$ cat src/rtl/core/cbpg_pkg.sv
package cbpg_pkg;

   // curve resolution
   localparam int NUM_POINTS = 32;
   localparam int COORD_W    = 16;
   localparam int IDX_W      = $clog2(NUM_POINTS);
   localparam int NUM_PTS    = 8;

   // parameter step in unsigned q0.16, rounded to nearest
   localparam longint STEP_Q16 = (65536 + (NUM_POINTS - 1) / 2) / (NUM_POINTS - 1);
   localparam longint T_MASK   = 64'h1_FFFF;
   localparam longint ONE_Q16  = 65536;

   // bernstein weights carry 48 fraction bits, magnitude below 2^49
   localparam int FRAC_W = 48;
   localparam int WGT_W  = 50;
   localparam int WLO_W  = 25;
   localparam int WHI_W  = WGT_W - WLO_W;
   localparam int PLO_W  = WLO_W + 1 + COORD_W;
   localparam int PHI_W  = WHI_W + COORD_W;
   localparam int TERM_W = WGT_W + COORD_W;
   localparam int PAIR_W = TERM_W + 1;
   localparam int SUM_W  = TERM_W + 2;
   localparam int QUO_W  = SUM_W - FRAC_W;

   localparam logic [IDX_W-1:0] LAST_IDX = IDX_W'(NUM_POINTS - 1);

   typedef logic signed [COORD_W-1:0] coord_type;
   // order: start_x, start_y, ctrl1_x, ctrl1_y, ctrl2_x, ctrl2_y, end_x, end_y
   typedef logic [NUM_PTS-1:0][COORD_W-1:0] ctrl_pts_type;
   typedef logic [3:0][WGT_W-1:0] weight_set_type;
   typedef logic [NUM_POINTS-1:0][3:0][WGT_W-1:0] weight_tab_type;

   typedef struct packed {
      logic [IDX_W-1:0] idx;
      logic             last;
      ctrl_pts_type     pts;
   } issue_type;

   typedef struct packed {
      logic                        last;
      logic [1:0][3:0][TERM_W-1:0] terms;
   } term_set_type;

   typedef enum logic {
      SEQ_IDLE,
      SEQ_RUN
   } seq_state_type;

   // weights u^3, 3tu^2, 3t^2u, t^3 for every point index
   function automatic weight_tab_type build_weight_tab();
      weight_tab_type tab;
      longint         t;
      longint         u;
      tab = '0;
      for (int i = 0; i < NUM_POINTS; i++) begin
         t = (longint'(i) * STEP_Q16) & T_MASK;
         u = ONE_Q16 - t;
         tab[i][0] = WGT_W'(u * u * u);
         tab[i][1] = WGT_W'(3 * t * u * u);
         tab[i][2] = WGT_W'(3 * t * t * u);
         tab[i][3] = WGT_W'(t * t * t);
      end
      return tab;
   endfunction

   localparam weight_tab_type WEIGHT_TAB = build_weight_tab();

endpackage

$ cat src/rtl/core/cbpg_ifs.sv


interface cbpg_rsp_if;
   logic                valid;
   logic                ready;
   cbpg_pkg::coord_type point_x;
   cbpg_pkg::coord_type point_y;
   logic                last_point;

   modport source (
      output valid, point_x, point_y, last_point,
      input  ready
   );
   modport sink (
      input  valid, point_x, point_y, last_point,
      output ready
   );
endinterface

$ cat src/rtl/core/cbpg_accum.sv
module cbpg_accum (
   input  logic                   clock,
   input  logic                   reset,
   input  logic                   in_valid,
   output logic                   in_ready,
   input  cbpg_pkg::term_set_type terms,
   cbpg_rsp_if.source             rsp_chan
);
   import cbpg_pkg::*;

   localparam logic [SUM_W-1:0] TRUNC_BIAS = {{(SUM_W-FRAC_W){1'b0}}, {FRAC_W{1'b1}}};
   localparam int SAT_W = QUO_W - COORD_W + 1;

   logic                        v4_ff, v4_in;
   logic [1:0][1:0][PAIR_W-1:0] pair4_ff, pair4_in;
   logic                        last4_ff;
   logic                        v5_ff, v5_in;
   logic [1:0][SUM_W-1:0]       sum5_ff, sum5_in;
   logic                        last5_ff;
   logic                        v6_ff, v6_in;
   logic [1:0][COORD_W-1:0]     pt6_ff, pt6_in;
   logic                        last6_ff;

   logic                        rdy4, rdy5, rdy6;

   // truncate toward zero, then clamp to the coordinate range
   function automatic logic [COORD_W-1:0] trunc_sat(input logic [SUM_W-1:0] s);
      logic [SUM_W-1:0] biased;
      logic [QUO_W-1:0] quo;
      logic [SAT_W-1:0] top;
      biased = s + (s[SUM_W-1] ? TRUNC_BIAS : '0);
      quo    = biased[SUM_W-1:FRAC_W];
      top    = quo[QUO_W-1:COORD_W-1];
      if ((top == '0) || (top == '1)) begin
         return quo[COORD_W-1:0];
      end else if (quo[QUO_W-1]) begin
         return {1'b1, {(COORD_W-1){1'b0}}};
      end else begin
         return {1'b0, {(COORD_W-1){1'b1}}};
      end
   endfunction

   assign rdy6     = !v6_ff || rsp_chan.ready;
   assign rdy5     = !v5_ff || rdy6;
   assign rdy4     = !v4_ff || rdy5;
   assign in_ready = rdy4;

   assign v4_in = rdy4 ? in_valid : v4_ff;
   assign v5_in = rdy5 ? v4_ff : v5_ff;
   assign v6_in = rdy6 ? v5_ff : v6_ff;

   always_comb begin
      for (int a = 0; a < 2; a++) begin
         for (int h = 0; h < 2; h++) begin
            pair4_in[a][h] = $signed(PAIR_W'($signed(terms.terms[a][2*h])))
                           + $signed(PAIR_W'($signed(terms.terms[a][2*h+1])));
         end
         sum5_in[a] = $signed(SUM_W'($signed(pair4_ff[a][0])))
                    + $signed(SUM_W'($signed(pair4_ff[a][1])));
         pt6_in[a]  = trunc_sat(sum5_ff[a]);
      end
   end

   always_ff @(posedge clock) begin
      if (reset) begin
         v4_ff <= 1'b0;
         v5_ff <= 1'b0;
         v6_ff <= 1'b0;
      end else begin
         v4_ff <= v4_in;
         v5_ff <= v5_in;
         v6_ff <= v6_in;
      end
   end

   always_ff @(posedge clock) begin
      if (rdy4) begin
         pair4_ff <= pair4_in;
         last4_ff <= terms.last;
      end
      if (rdy5) begin
         sum5_ff  <= sum5_in;
         last5_ff <= last4_ff;
      end
      if (rdy6) begin
         pt6_ff   <= pt6_in;
         last6_ff <= last5_ff;
      end
   end

   assign rsp_chan.valid      = v6_ff;
   assign rsp_chan.point_x    = pt6_ff[0];
   assign rsp_chan.point_y    = pt6_ff[1];
   assign rsp_chan.last_point = last6_ff;

endmodule

$ cat src/flat_wrapper.sv
// flat-port wrapper written by rule: the top's interface ports become plain ports
module cbpg_accum_flat import cbpg_pkg::*;
  (clock, reset, in_valid, in_ready, terms, rsp_chan_valid, rsp_chan_point_x, rsp_chan_point_y, rsp_chan_last_point, rsp_chan_ready);
  cbpg_rsp_if rsp_chan_i ();
  input  logic clock;
  input  logic reset;
  input  logic in_valid;
  output logic in_ready;
  input  cbpg_pkg::term_set_type terms;
  output wire logic [$bits(rsp_chan_i.valid)-1:0] rsp_chan_valid;
  output wire logic [$bits(rsp_chan_i.point_x)-1:0] rsp_chan_point_x;
  output wire logic [$bits(rsp_chan_i.point_y)-1:0] rsp_chan_point_y;
  output wire logic [$bits(rsp_chan_i.last_point)-1:0] rsp_chan_last_point;
  input wire logic [$bits(rsp_chan_i.ready)-1:0] rsp_chan_ready;
  assign rsp_chan_valid = rsp_chan_i.valid;
  assign rsp_chan_point_x = rsp_chan_i.point_x;
  assign rsp_chan_point_y = rsp_chan_i.point_y;
  assign rsp_chan_last_point = rsp_chan_i.last_point;
  assign rsp_chan_i.ready = rsp_chan_ready;
  cbpg_accum u_core (.clock(clock), .reset(reset), .in_valid(in_valid), .in_ready(in_ready), .terms(terms), .rsp_chan(rsp_chan_i));
endmodule
$ cat config.mk
export PLATFORM = sky130hd
export DESIGN_NAME = cbpg_accum_flat
export DESIGN_NICKNAME = d
export VERILOG_FILES = /design/src/rtl/core/cbpg_pkg.sv /design/src/rtl/core/cbpg_ifs.sv /design/src/rtl/core/cbpg_accum.sv /design/src/flat_wrapper.sv
export SDC_FILE = /design/constraint.sdc
export NUM_CORES = 1
export LEC_CHECK = 0
export BUFFER_PORTS_ARGS = -buffer_cell sky130_fd_sc_hd__buf_2
export CAP_MARGIN = 20
export CORE_MARGIN = 2
export CORE_UTILIZATION = 54
export CTS_CLUSTER_DIAMETER = 80
export CTS_CLUSTER_SIZE = 25
export DETAILED_ROUTE_END_ITERATION = 7
export GPL_ROUTABILITY_DRIVEN = 0
export PLACE_DENSITY = 0.79
export REMOVE_ABC_BUFFERS = 1
export SLEW_MARGIN = 20
export SYNTH_ARGS = -nofsm -noshare
export SYNTH_HDL_FRONTEND = slang
export SYNTH_SLANG_ARGS = --single-unit
$ cat constraint.sdc
create_clock -name clock -period 9.55 [get_ports clock]
set_input_delay 1.91 -clock clock [delete_from_list [all_inputs] [get_ports clock]]
set_output_delay 1.91 -clock clock [all_outputs]
set_load 0.005 [all_outputs]
==> results.md <==
- Synth Flop Type: edfxtp_1
- Most common cell after layout, fill and taps aside: buf_2
- H-tree depth: 1
- Endpoints failing setup: 0
- Clock Path Buffers: 3
- Critical Path RT: just under 10 ns
- Tightest Pin Transition: ~1 ns
- CTS sink cnt: 442
- Setup CP Type: in2reg
- Hpwl dp: between 80000 and 90000 um
- Remaining global-route overflow: 0
- Core area: roughly 70000 um^2
- Final hold violation count: 0
- Worst min path class: reg2reg
- CTS tree: yes
- DR pass1 iterations: 6
- First-pass GRT wire length: ~160000 um
- Slew HR: 0.339
- Layout Skew: ~0.026 ns
- Max Cap Viol: 0
- Async set-or-reset flop fraction in the synthesized netlist: 0
- Starting DRT DRC Count: ~2500
- DR vias/cell: between 6 and 7
- RSZ-0062 raised after global routing: false
- Clk Latency, worst-skew pair: around 0.61 ns
- Initial core utilization: 0.546
- Die Y: between 200 and 300 um
- Via count: 33100
- Startpoint types: input pin
- Vias in the first global route: 31100
- Tot GR Track Use: 0.264
- Antenna violations before repair: 12
- Max VDD drop: between 100 and 150 uV
- Post-CTS setup buffer count: 0
- Die span in x: around 270 um
- Syn Std Cell Area: between 30000 and 40000 um^2
- Syn. warnings: 0
- Fmax: about 180 MHz
- Fin Setup TNS: 0 ns
- # IOs: 568
- Synth unique cells: 88
- Slew Limit Fails: 0
- Fin crit share: 0.584
- Leakage: ~20 nW
- Row cnt: 97
- Antenna viol nets, final: 0
- Fin Hold WS: around 0.43 ns
- Layout Area Growth over Synthesis: 12.0%
- Final nets: approximately 5500
- Seq/Total Area, Yosys: 0.346
- CP endpoint kind: register
- Yosys reg bits: 442
- Multi-input logic area: 24200 um^2
- Power Dens Cells: roughly 220 nW/um^2
- Root Buffer: clkbuf_16
- # placed instances: 5400
- Fillcell total: 5894
- Share of cells above drive strength 1: 0.149
- Fin cells: roughly 5500
- Cells after synthesis: approximately 4000
- Worst EP arrival: a little under 6 ns
- Most frequent cells in the layout: 567 x buf_2, 492 x ha_1, 439 x edfxtp_1, 437 x a21oi_1, 322 x a21o_1
- Cts hold-fix bufs: 0
- Status: finished clean
- Largest net degree at the start of global routing: 137
- Reg area: 13200 um^2
- Routed Wire Length: around 100000 um
- WL/cell: roughly 18 um
- EDFF count, synth: ~440
- Syn Area/Cell: 9.57 um^2
- Clock transition at path regs: 0.10 ns
- Power consumption: 9.48 mW
- DIE AREA: 72900 um^2
- Fin crit period: between 5 and 6 ns
- CP max FO: 4
- Num CTS Buffers: 27
- Drt drc: 0
- CTS resizes: 0
- PortBufs: about 570
==> critical path, stage by stage <==
cell and delay [ns]:
buf_2 0.10, ha_1 0.23, inv_1 0.08, fa_1 0.21
nor2b_1 0.07, o31a_1 0.25, o21a_1 0.18, o21ai_0 0.64
o2111ai_1 0.30, nand2_1 0.25, a31oi_1 0.24, a21oi_1 0.32
o22ai_1 0.21, a211oi_1 0.59, o31ai_1 0.16, xor2_1 0.17
==> per-layer routing <==
layer	global-route usage	routed length [um]	up-vias
li1	-	-	16200
met1	0.341	41800	15500
met2	0.461	48400	1220
met3	0.0349	7290	191
met4	0.0762	2870	12
met5	0	82	-
==> layout make-up <==
class / instances / area share
sequential: 442 / 0.309
antenna: 5 / 0.000292
multi-input combinational: 3328 / 0.564
clock buffer: 32 / 0.0162
clock inverter: 15 / 0.00430
timing repair buffer: 575 / 0.0680
tap: 940 / 0.0275
inverter: 115 / 0.0102
==> cells by family after synthesis <==
| group | count (synthesis) | synth area share |
|---|---|---|
| AOI/OAI and AO/OA | 1478 | 0.251 |
| xor gates and xnor gates | 393 | 0.0900 |
| buffers and inverters | 224 | 0.0222 |
| muxes | 3 | 0.000818 |
| adders and majority gates | 498 | 0.164 |
| DFF | 442 | 0.346 |
| and+or+nand+nor | 956 | 0.125 |
==> Yosys cell counts (all sizes together), types with 53 or more instances <==
| cell type | number | share of area |
|---|---|---|
| nor2b | 72 | 0.012 |
| and3 | 65 | 0.011 |
| clkbuf | 104 | 0.010 |
| o21ai | 285 | 0.038 |
| edfxtp | 439 | 0.34 |
| nand3 | 90 | 0.012 |
| inv | 115 | 0.011 |
| a21o | 322 | 0.063 |
| o21a | 61 | 0.012 |
| nand4 | 89 | 0.015 |
| xor2 | 151 | 0.035 |
| ha | 492 | 0.16 |
| nor2 | 186 | 0.018 |
| xnor2 | 242 | 0.055 |
| nand2 | 256 | 0.025 |
| a21oi | 438 | 0.057 |
| a31oi | 53 | 0.0092 |
| o21bai | 58 | 0.011 |
==> state kept, by name, summed over array words and instances, names as in the netlist <==
register and flops:
u_core.v5_ff 1, u_core.pair4_ff 268, u_core.rsp_chan.last_point 1, u_core.sum5_ff 136, u_core.last4_ff 1, u_core.rsp_chan.valid 1, u_core.last5_ff 1, u_core.rsp_chan.point_y 16
u_core.rsp_chan.point_x 16, u_core.v4_ff 1
==> final timing paths <==
kind,startpoint,to,slack [ns],depth (start not counted)
worst max-delay path,terms[264],u_core.pair4_ff[194],3.98,16
worst min-delay path,u_core.last4_ff,u_core.last5_ff,0.43,0
worst max register to register,u_core.sum5_ff[135],u_core.rsp_chan.point_y[4],4.74,15
worst min register to register,u_core.last4_ff,u_core.last5_ff,0.43,0
==> where the power goes <==
| group | internal, mW | switching [mW] | total (mW) | leakage, nW |
|---|---|---|---|---|
| registers | 3.02 | 0.292 | 3.31 | 4.64 |
| logic | 2.13 | 2.78 | 4.91 | 14.5 |
| clock network | 0.557 | 0.703 | 1.26 | 0.420 |
==> metrics by stage <==
| stage | util | setup slack, ns | area (um^2) |
|---|---|---|---|
| after floorplan | - | -0.163 | 37800 |
| after global placement | 0.599 | 3.63 | 41900 |
| after detailed placement | 0.599 | 3.41 | 41900 |
| after CTS | 0.611 | 4.06 | 42800 |
| after global routing | 0.611 | 3.73 | 42800 |
| final | 0.611 | 3.98 | 42800 |
No activity file was read; power rests on OpenSTA's default activity.
