<file path="config.mk">
export PLATFORM = sky130hd
export DESIGN_NAME = cbpg_sequencer_flat
export DESIGN_NICKNAME = d
export VERILOG_FILES = /design/src/rtl/core/cbpg_pkg.sv /design/src/rtl/core/cbpg_ifs.sv /design/src/rtl/core/cbpg_sequencer.sv /design/src/flat_wrapper.sv
export SDC_FILE = /design/constraint.sdc
export NUM_CORES = 1
export LEC_CHECK = 0
export BUFFER_PORTS_ARGS = -buffer_cell sky130_fd_sc_hd__buf_2
export CAP_MARGIN = 20
export CELL_PAD_IN_SITES_DETAIL_PLACEMENT = 1
export CELL_PAD_IN_SITES_GLOBAL_PLACEMENT = 1
export CORE_ASPECT_RATIO = 1.25
export CORE_MARGIN = 10
export CORE_UTILIZATION = 33
export CTS_CLUSTER_DIAMETER = 40
export CTS_CLUSTER_SIZE = 20
export DETAILED_ROUTE_END_ITERATION = 12
export GPL_ROUTABILITY_DRIVEN = 0
export GPL_TIMING_DRIVEN = 0
export PLACE_DENSITY_LB_ADDON = 0.1
export SLEW_MARGIN = 0
export SYNTH_ARGS = -nofsm -noshare
export SYNTH_HDL_FRONTEND = slang
export SYNTH_SLANG_ARGS = --single-unit
</file>
<file path="constraint.sdc">
create_clock -name clock -period 5 [get_ports clock]
set_input_delay 0.5 -clock clock [delete_from_list [all_inputs] [get_ports clock]]
set_output_delay 0.5 -clock clock [all_outputs]
set_load 0.01 [all_outputs]
</file>
<file path="src/rtl/core/cbpg_pkg.sv">
package cbpg_pkg;

   // curve resolution
   localparam int NUM_POINTS = 32;
   localparam int COORD_W    = 16;
   localparam int IDX_W      = $clog2(NUM_POINTS);
   localparam int NUM_PTS    = 8;

   // parameter step in unsigned q0.16, rounded to nearest
   localparam longint STEP_Q16 = (65536 + (NUM_POINTS - 1) / 2) / (NUM_POINTS - 1);
   localparam longint T_MASK   = 64'h1_FFFF;
   localparam longint ONE_Q16  = 65536;

   // bernstein weights carry 48 fraction bits, magnitude below 2^49
   localparam int FRAC_W = 48;
   localparam int WGT_W  = 50;
   localparam int WLO_W  = 25;
   localparam int WHI_W  = WGT_W - WLO_W;
   localparam int PLO_W  = WLO_W + 1 + COORD_W;
   localparam int PHI_W  = WHI_W + COORD_W;
   localparam int TERM_W = WGT_W + COORD_W;
   localparam int PAIR_W = TERM_W + 1;
   localparam int SUM_W  = TERM_W + 2;
   localparam int QUO_W  = SUM_W - FRAC_W;

   localparam logic [IDX_W-1:0] LAST_IDX = IDX_W'(NUM_POINTS - 1);

   typedef logic signed [COORD_W-1:0] coord_type;
   // order: start_x, start_y, ctrl1_x, ctrl1_y, ctrl2_x, ctrl2_y, end_x, end_y
   typedef logic [NUM_PTS-1:0][COORD_W-1:0] ctrl_pts_type;
   typedef logic [3:0][WGT_W-1:0] weight_set_type;
   typedef logic [NUM_POINTS-1:0][3:0][WGT_W-1:0] weight_tab_type;

   typedef struct packed {
      logic [IDX_W-1:0] idx;
      logic             last;
      ctrl_pts_type     pts;
   } issue_type;

   typedef struct packed {
      logic                        last;
      logic [1:0][3:0][TERM_W-1:0] terms;
   } term_set_type;

   typedef enum logic {
      SEQ_IDLE,
      SEQ_RUN
   } seq_state_type;

   // weights u^3, 3tu^2, 3t^2u, t^3 for every point index
   function automatic weight_tab_type build_weight_tab();
      weight_tab_type tab;
      longint         t;
      longint         u;
      tab = '0;
      for (int i = 0; i < NUM_POINTS; i++) begin
         t = (longint'(i) * STEP_Q16) & T_MASK;
         u = ONE_Q16 - t;
         tab[i][0] = WGT_W'(u * u * u);
         tab[i][1] = WGT_W'(3 * t * u * u);
         tab[i][2] = WGT_W'(3 * t * t * u);
         tab[i][3] = WGT_W'(t * t * t);
      end
      return tab;
   endfunction

   localparam weight_tab_type WEIGHT_TAB = build_weight_tab();

endpackage

</file>
<file path="src/rtl/core/cbpg_ifs.sv">
interface cbpg_req_if;
   logic                valid;
   logic                ready;
   cbpg_pkg::coord_type start_x;
   cbpg_pkg::coord_type start_y;
   cbpg_pkg::coord_type ctrl1_x;
   cbpg_pkg::coord_type ctrl1_y;
   cbpg_pkg::coord_type ctrl2_x;
   cbpg_pkg::coord_type ctrl2_y;
   cbpg_pkg::coord_type end_x;
   cbpg_pkg::coord_type end_y;

   modport source (
      output valid, start_x, start_y, ctrl1_x, ctrl1_y, ctrl2_x, ctrl2_y, end_x, end_y,
      input  ready
   );
   modport sink (
      input  valid, start_x, start_y, ctrl1_x, ctrl1_y, ctrl2_x, ctrl2_y, end_x, end_y,
      output ready
   );
endinterface


</file>
<file path="src/rtl/core/cbpg_sequencer.sv">
module cbpg_sequencer (
   input  logic                clock,
   input  logic                reset,
   cbpg_req_if.sink            req_chan,
   output logic                issue_valid,
   input  logic                issue_ready,
   output cbpg_pkg::issue_type issue
);
   import cbpg_pkg::*;

   seq_state_type    state_ff, state_in;
   ctrl_pts_type     pts_ff, pts_in;
   logic [IDX_W-1:0] idx_ff, idx_in;
   logic             take_req;
   logic             fire;
   logic             at_last;

   assign take_req = req_chan.valid && req_chan.ready;
   assign fire     = issue_valid && issue_ready;
   assign at_last  = (idx_ff == LAST_IDX);

   always_comb begin
      state_in = state_ff;
      unique case (state_ff)
         SEQ_IDLE: begin
            if (take_req) state_in = SEQ_RUN;
         end
         SEQ_RUN: begin
            if (fire && at_last && !take_req) state_in = SEQ_IDLE;
         end
         default: state_in = SEQ_IDLE;
      endcase
   end

   always_comb begin
      issue_valid    = 1'b0;
      req_chan.ready = 1'b0;
      unique case (state_ff)
         SEQ_IDLE: begin
            req_chan.ready = 1'b1;
         end
         SEQ_RUN: begin
            issue_valid    = 1'b1;
            req_chan.ready = issue_ready && at_last;
         end
         default: begin
            issue_valid    = 1'b0;
            req_chan.ready = 1'b0;
         end
      endcase
   end

   always_comb begin
      pts_in = pts_ff;
      idx_in = idx_ff;
      if (take_req) begin
         pts_in = {req_chan.end_y, req_chan.end_x, req_chan.ctrl2_y, req_chan.ctrl2_x,
                   req_chan.ctrl1_y, req_chan.ctrl1_x, req_chan.start_y, req_chan.start_x};
         idx_in = '0;
      end else if (fire && !at_last) begin
         idx_in = idx_ff + IDX_W'(1);
      end
   end

   always_ff @(posedge clock) begin
      if (reset) begin
         state_ff <= SEQ_IDLE;
         idx_ff   <= '0;
      end else begin
         state_ff <= state_in;
         idx_ff   <= idx_in;
      end
   end

   always_ff @(posedge clock) begin
      pts_ff <= pts_in;
   end

   assign issue.idx  = idx_ff;
   assign issue.last = at_last;
   assign issue.pts  = pts_ff;

endmodule

</file>
<file path="src/flat_wrapper.sv">
// flat-port wrapper written by rule: the top's interface ports become plain ports
module cbpg_sequencer_flat import cbpg_pkg::*;
  (clock, reset, issue_valid, issue_ready, issue, req_chan_valid, req_chan_start_x, req_chan_start_y, req_chan_ctrl1_x, req_chan_ctrl1_y, req_chan_ctrl2_x, req_chan_ctrl2_y, req_chan_end_x, req_chan_end_y, req_chan_ready);
  cbpg_req_if req_chan_i ();
  input  logic clock;
  input  logic reset;
  output logic issue_valid;
  input  logic issue_ready;
  output cbpg_pkg::issue_type issue;
  input wire logic [$bits(req_chan_i.valid)-1:0] req_chan_valid;
  input wire logic [$bits(req_chan_i.start_x)-1:0] req_chan_start_x;
  input wire logic [$bits(req_chan_i.start_y)-1:0] req_chan_start_y;
  input wire logic [$bits(req_chan_i.ctrl1_x)-1:0] req_chan_ctrl1_x;
  input wire logic [$bits(req_chan_i.ctrl1_y)-1:0] req_chan_ctrl1_y;
  input wire logic [$bits(req_chan_i.ctrl2_x)-1:0] req_chan_ctrl2_x;
  input wire logic [$bits(req_chan_i.ctrl2_y)-1:0] req_chan_ctrl2_y;
  input wire logic [$bits(req_chan_i.end_x)-1:0] req_chan_end_x;
  input wire logic [$bits(req_chan_i.end_y)-1:0] req_chan_end_y;
  output wire logic [$bits(req_chan_i.ready)-1:0] req_chan_ready;
  assign req_chan_i.valid = req_chan_valid;
  assign req_chan_i.start_x = req_chan_start_x;
  assign req_chan_i.start_y = req_chan_start_y;
  assign req_chan_i.ctrl1_x = req_chan_ctrl1_x;
  assign req_chan_i.ctrl1_y = req_chan_ctrl1_y;
  assign req_chan_i.ctrl2_x = req_chan_ctrl2_x;
  assign req_chan_i.ctrl2_y = req_chan_ctrl2_y;
  assign req_chan_i.end_x = req_chan_end_x;
  assign req_chan_i.end_y = req_chan_end_y;
  assign req_chan_ready = req_chan_i.ready;
  cbpg_sequencer u_core (.clock(clock), .reset(reset), .req_chan(req_chan_i), .issue_valid(issue_valid), .issue_ready(issue_ready), .issue(issue));
endmodule
</file>
==> flow_summary_export.csv <==
group,metric,value,unit
outcome,status,"finished, final reports clean",
clocking,clock_sinks,134,
detailed_routing,ant_nets,0,
clocking,cts-root-buf,"clkbuf_16",
detailed_routing,drc,0,
worst_setup_path,rr_endpoint,"u_core.issue[63]",
clocking,cts_buffers,17,
global_routing,grt_util_all_layers,0.144,
timing,hold_violations,0,
clocking,cts_hold_buf,0,
worst_setup_path,critPathSlowestCell,"and2_4",
finish,multi_input_area,169,um^2
floorplanning,dieArea,0.0175,mm^2
finish,layout.area.seq,0.00396,mm^2
placement,placed_cell_area,0.00571,mm^2
logic_synthesis,yosys_most_used_dff,"edfxtp_1",
worst_setup_path,critPathCaptureType,"flip-flop",
finish,fin_area,0.00634,mm^2
logic_synthesis,syn_area,0.00414,mm^2
detailed_routing,num_vias,2661,
global_routing,grt_max_degree,70,
floorplanning,fp-row-count,45,
logic_synthesis,yosysSeqAreaShare,0.957,
placement,place_inst,589,
logic_synthesis,synth_edf_count,128,
floorplanning,floorplan.initialDensity,0.339,
detailed_routing,drt_iter0_markers,121,
timing,slew_violations,0,
logic_synthesis,netlist.area_leader.share,0.928,
clocking,htreeDepth,4,
logic_synthesis,syn_inst,157,
timing,slew_headroom,0.385,
timing,skew,13.3,ps
logic_synthesis,yosysWarnings,0,
global_routing,grt_pass1_vias,2968,
floorplanning,design.core.area,0.0122,mm^2
worst_setup_path,max_stage_delay,740,ps
logic_synthesis,async_flop_share,0,
worst_setup_path,crit_type,"flip-flop to flip-flop",
detailed_routing,wl_per_cell,20.3,um
finish,nets,578,
clocking,clkSlewWorstSetupHoldPaths,60,ps
finish,drive_above_1_share,0.663,
logic_synthesis,synth.most_common_cell,"edfxtp_1",
detailed_routing,finalWirelength,12700,um
global_routing,antenna_found_initial,6,
timing,rsz0062_at_grt,"no",
worst_setup_path,crit_fanout,69,
clocking,cts_tree,"yes",
placement,portBuffers,267,
power_and_ir_drop,power_density,438,mW/mm^2
floorplanning,die_h,145,um
worst_setup_path,crit_path_start_kind,"flip-flop",
floorplanning,num_io_pins,268,
floorplanning,dieWidth,120,um
worst_setup_path,timing.rr.start,"u_core.idx_ff[0]",
worst_setup_path,r2r_cells,6,
logic_synthesis,ys_ff_latch,134,
hold_path,hold_path_depth,2,
worst_setup_path,crit_family,"simple AND/OR/NAND/NOR gates",
detailed_routing,dr.pass1.iters,5,
power_and_ir_drop,ir_worst_vdd,0.209,mV
finish,fill_cells,1282,
logic_synthesis,synth_commonest_cells,"edfxtp_1 (128), dfxtp_1 (6), nor2_1 (4)",
placement,dp_hpwl,9980,um
worst_setup_path,path_cells,"ha_1, and3_1, ha_1, a21bo_2, and2_4, buf_16",
logic_synthesis,syn-num-nets,291,
worst_setup_path,reg2reg_slack,2390,ps
finish,area_delta_synth_final,53.0,%
clocking,insertion_delay,400,ps
logic_synthesis,syn_area_per_cell,26.4,um^2
timing,worst_pin_slew,923,ps
run,cap_violations,0,
detailed_routing,vias_per_cell,4.26,
timing,fin_crit,2610,ps
logic_synthesis,synthTopCellsByArea,"edfxtp_1 (93%), dfxtp_1 (2.9%), ha_1 (0.60%), mux2i_1 (0.48%), nand3b_4 (0.48%)",
finish,fin_cells,625,
logic_synthesis,synth_cell_types,19,
worst_setup_path,worstPathRequired,5080,ps
worst_setup_path,cp_num_buf_inv,1,
hold_path,holdCritStartpoint,"reset",
timing,fin_crit_sh,0.522,
hold_path,holdPathEnd,"u_core.state_ff",
clocking,cts_setup_buffers,0,
power_and_ir_drop,power.leakage,2.74,nW
timing,max_freq,383,MHz
clocking,post_cts_resized,0,
global_routing,grt_pass1_wl,18600,um
timing,finalSetupViolations,0,
hold_path,min_path_type,"input port to flip-flop",
worst_setup_path,path_common_cell,"ha_1",
global_routing,grt_overflow,0,
clocking,cts_buffer_depth,2,
worst_setup_path,cp_data_arrival_time,2690,ps
logic_synthesis,synth_area_leader_cell,"edfxtp_1",
worst max path at each step:
stage,start,to,slack [ps],depth (start not counted)
CTS,u_core.idx_ff[0],u_core.issue[68],2300,6
global route,u_core.idx_ff[0],u_core.issue[122],2160,6
detailed placement,u_core.idx_ff[0],u_core.issue[51],2340,6
finish,u_core.idx_ff[0],u_core.issue[63],2390,6
global placement,u_core.idx_ff[0],u_core.issue[15],-760,5
floorplan,u_core.idx_ff[0],u_core.issue[0],420,5
cell usage in the layout (no fill, tap or decap), types with 3 or more instances in the layout:
master     netlist  routed
clkinv_2         0       4
buf_2            0     267
nor2_1           4       4
diode_2          0       4
bufinv_16        0       4
edfxtp_1       128     128
clkbuf_16        0      17
dfxtp_1          6       6
clkinv_4         0       3
per-stage QoR:
| stage | TNS [ps] | total power [mW] | hold slack (ps) | setup WS, ps | util |
|---|---|---|---|---|---|
| 4_1_cts | 0 | 2.82 | 238 | 2300 | 0.518 |
| 2_1_floorplan | 0 | 1.40 | 529 | 418 | - |
| 3_5_place_dp | 0 | 1.52 | 520 | 2340 | 0.468 |
| 6_report | 0 | 2.78 | 261 | 2390 | 0.519 |
| 5_1_grt | 0 | 2.89 | 237 | 2160 | 0.518 |
| 3_3_place_gp | -97030 | 1.52 | 505 | -764 | 0.465 |
sequential cells by signal, indices dropped and copies added (netlist names):
| name | count |
|---|---|
| u_core.issue | 128 |
| u_core.state_ff | 1 |
| u_core.idx_ff | 5 |
kinds of logic after synthesis:
family,share of synthesized area
adders and majority gates,0.00604
xor gates and xnor gates,0.00423
DFF,0.957
AOI/OAI and AO/OA,0.00876
muxes,0.00483
buffers and inverters,0.00272
and+or+nand+nor,0.0163
power by group:
group / total, mW / internal (mW) / switching, mW
registers: 1.32 / 1.30 / 0.0137
clock network: 1.28 / 0.832 / 0.451
logic: 0.179 / 0.0778 / 0.101
total: 2.78 / 2.21 / 0.566
area by class of cell:
| type | instances | area share |
|---|---|---|
| Buffer | 1 | 0.00118 |
| Clock inverter | 13 | 0.0286 |
| Timing Repair Buffer | 268 | 0.215 |
| Clock buffer | 19 | 0.0683 |
| Antenna cell | 4 | 0.00158 |
| Multi-Input combinational cell | 21 | 0.0267 |
| Inverter | 1 | 0.000592 |
| Tap cell | 164 | 0.0324 |
| Sequential cell | 134 | 0.625 |
metal layers:
layer	up-vias	GRT usage	routed length (um)
met5	-	0	27
met4	4	0.0641	243
met3	21	0.0814	1410
met2	156	0.254	6950
met1	1273	0.131	4090
li1	1207	-	-
No activity file was read; power rests on OpenSTA's default activity.
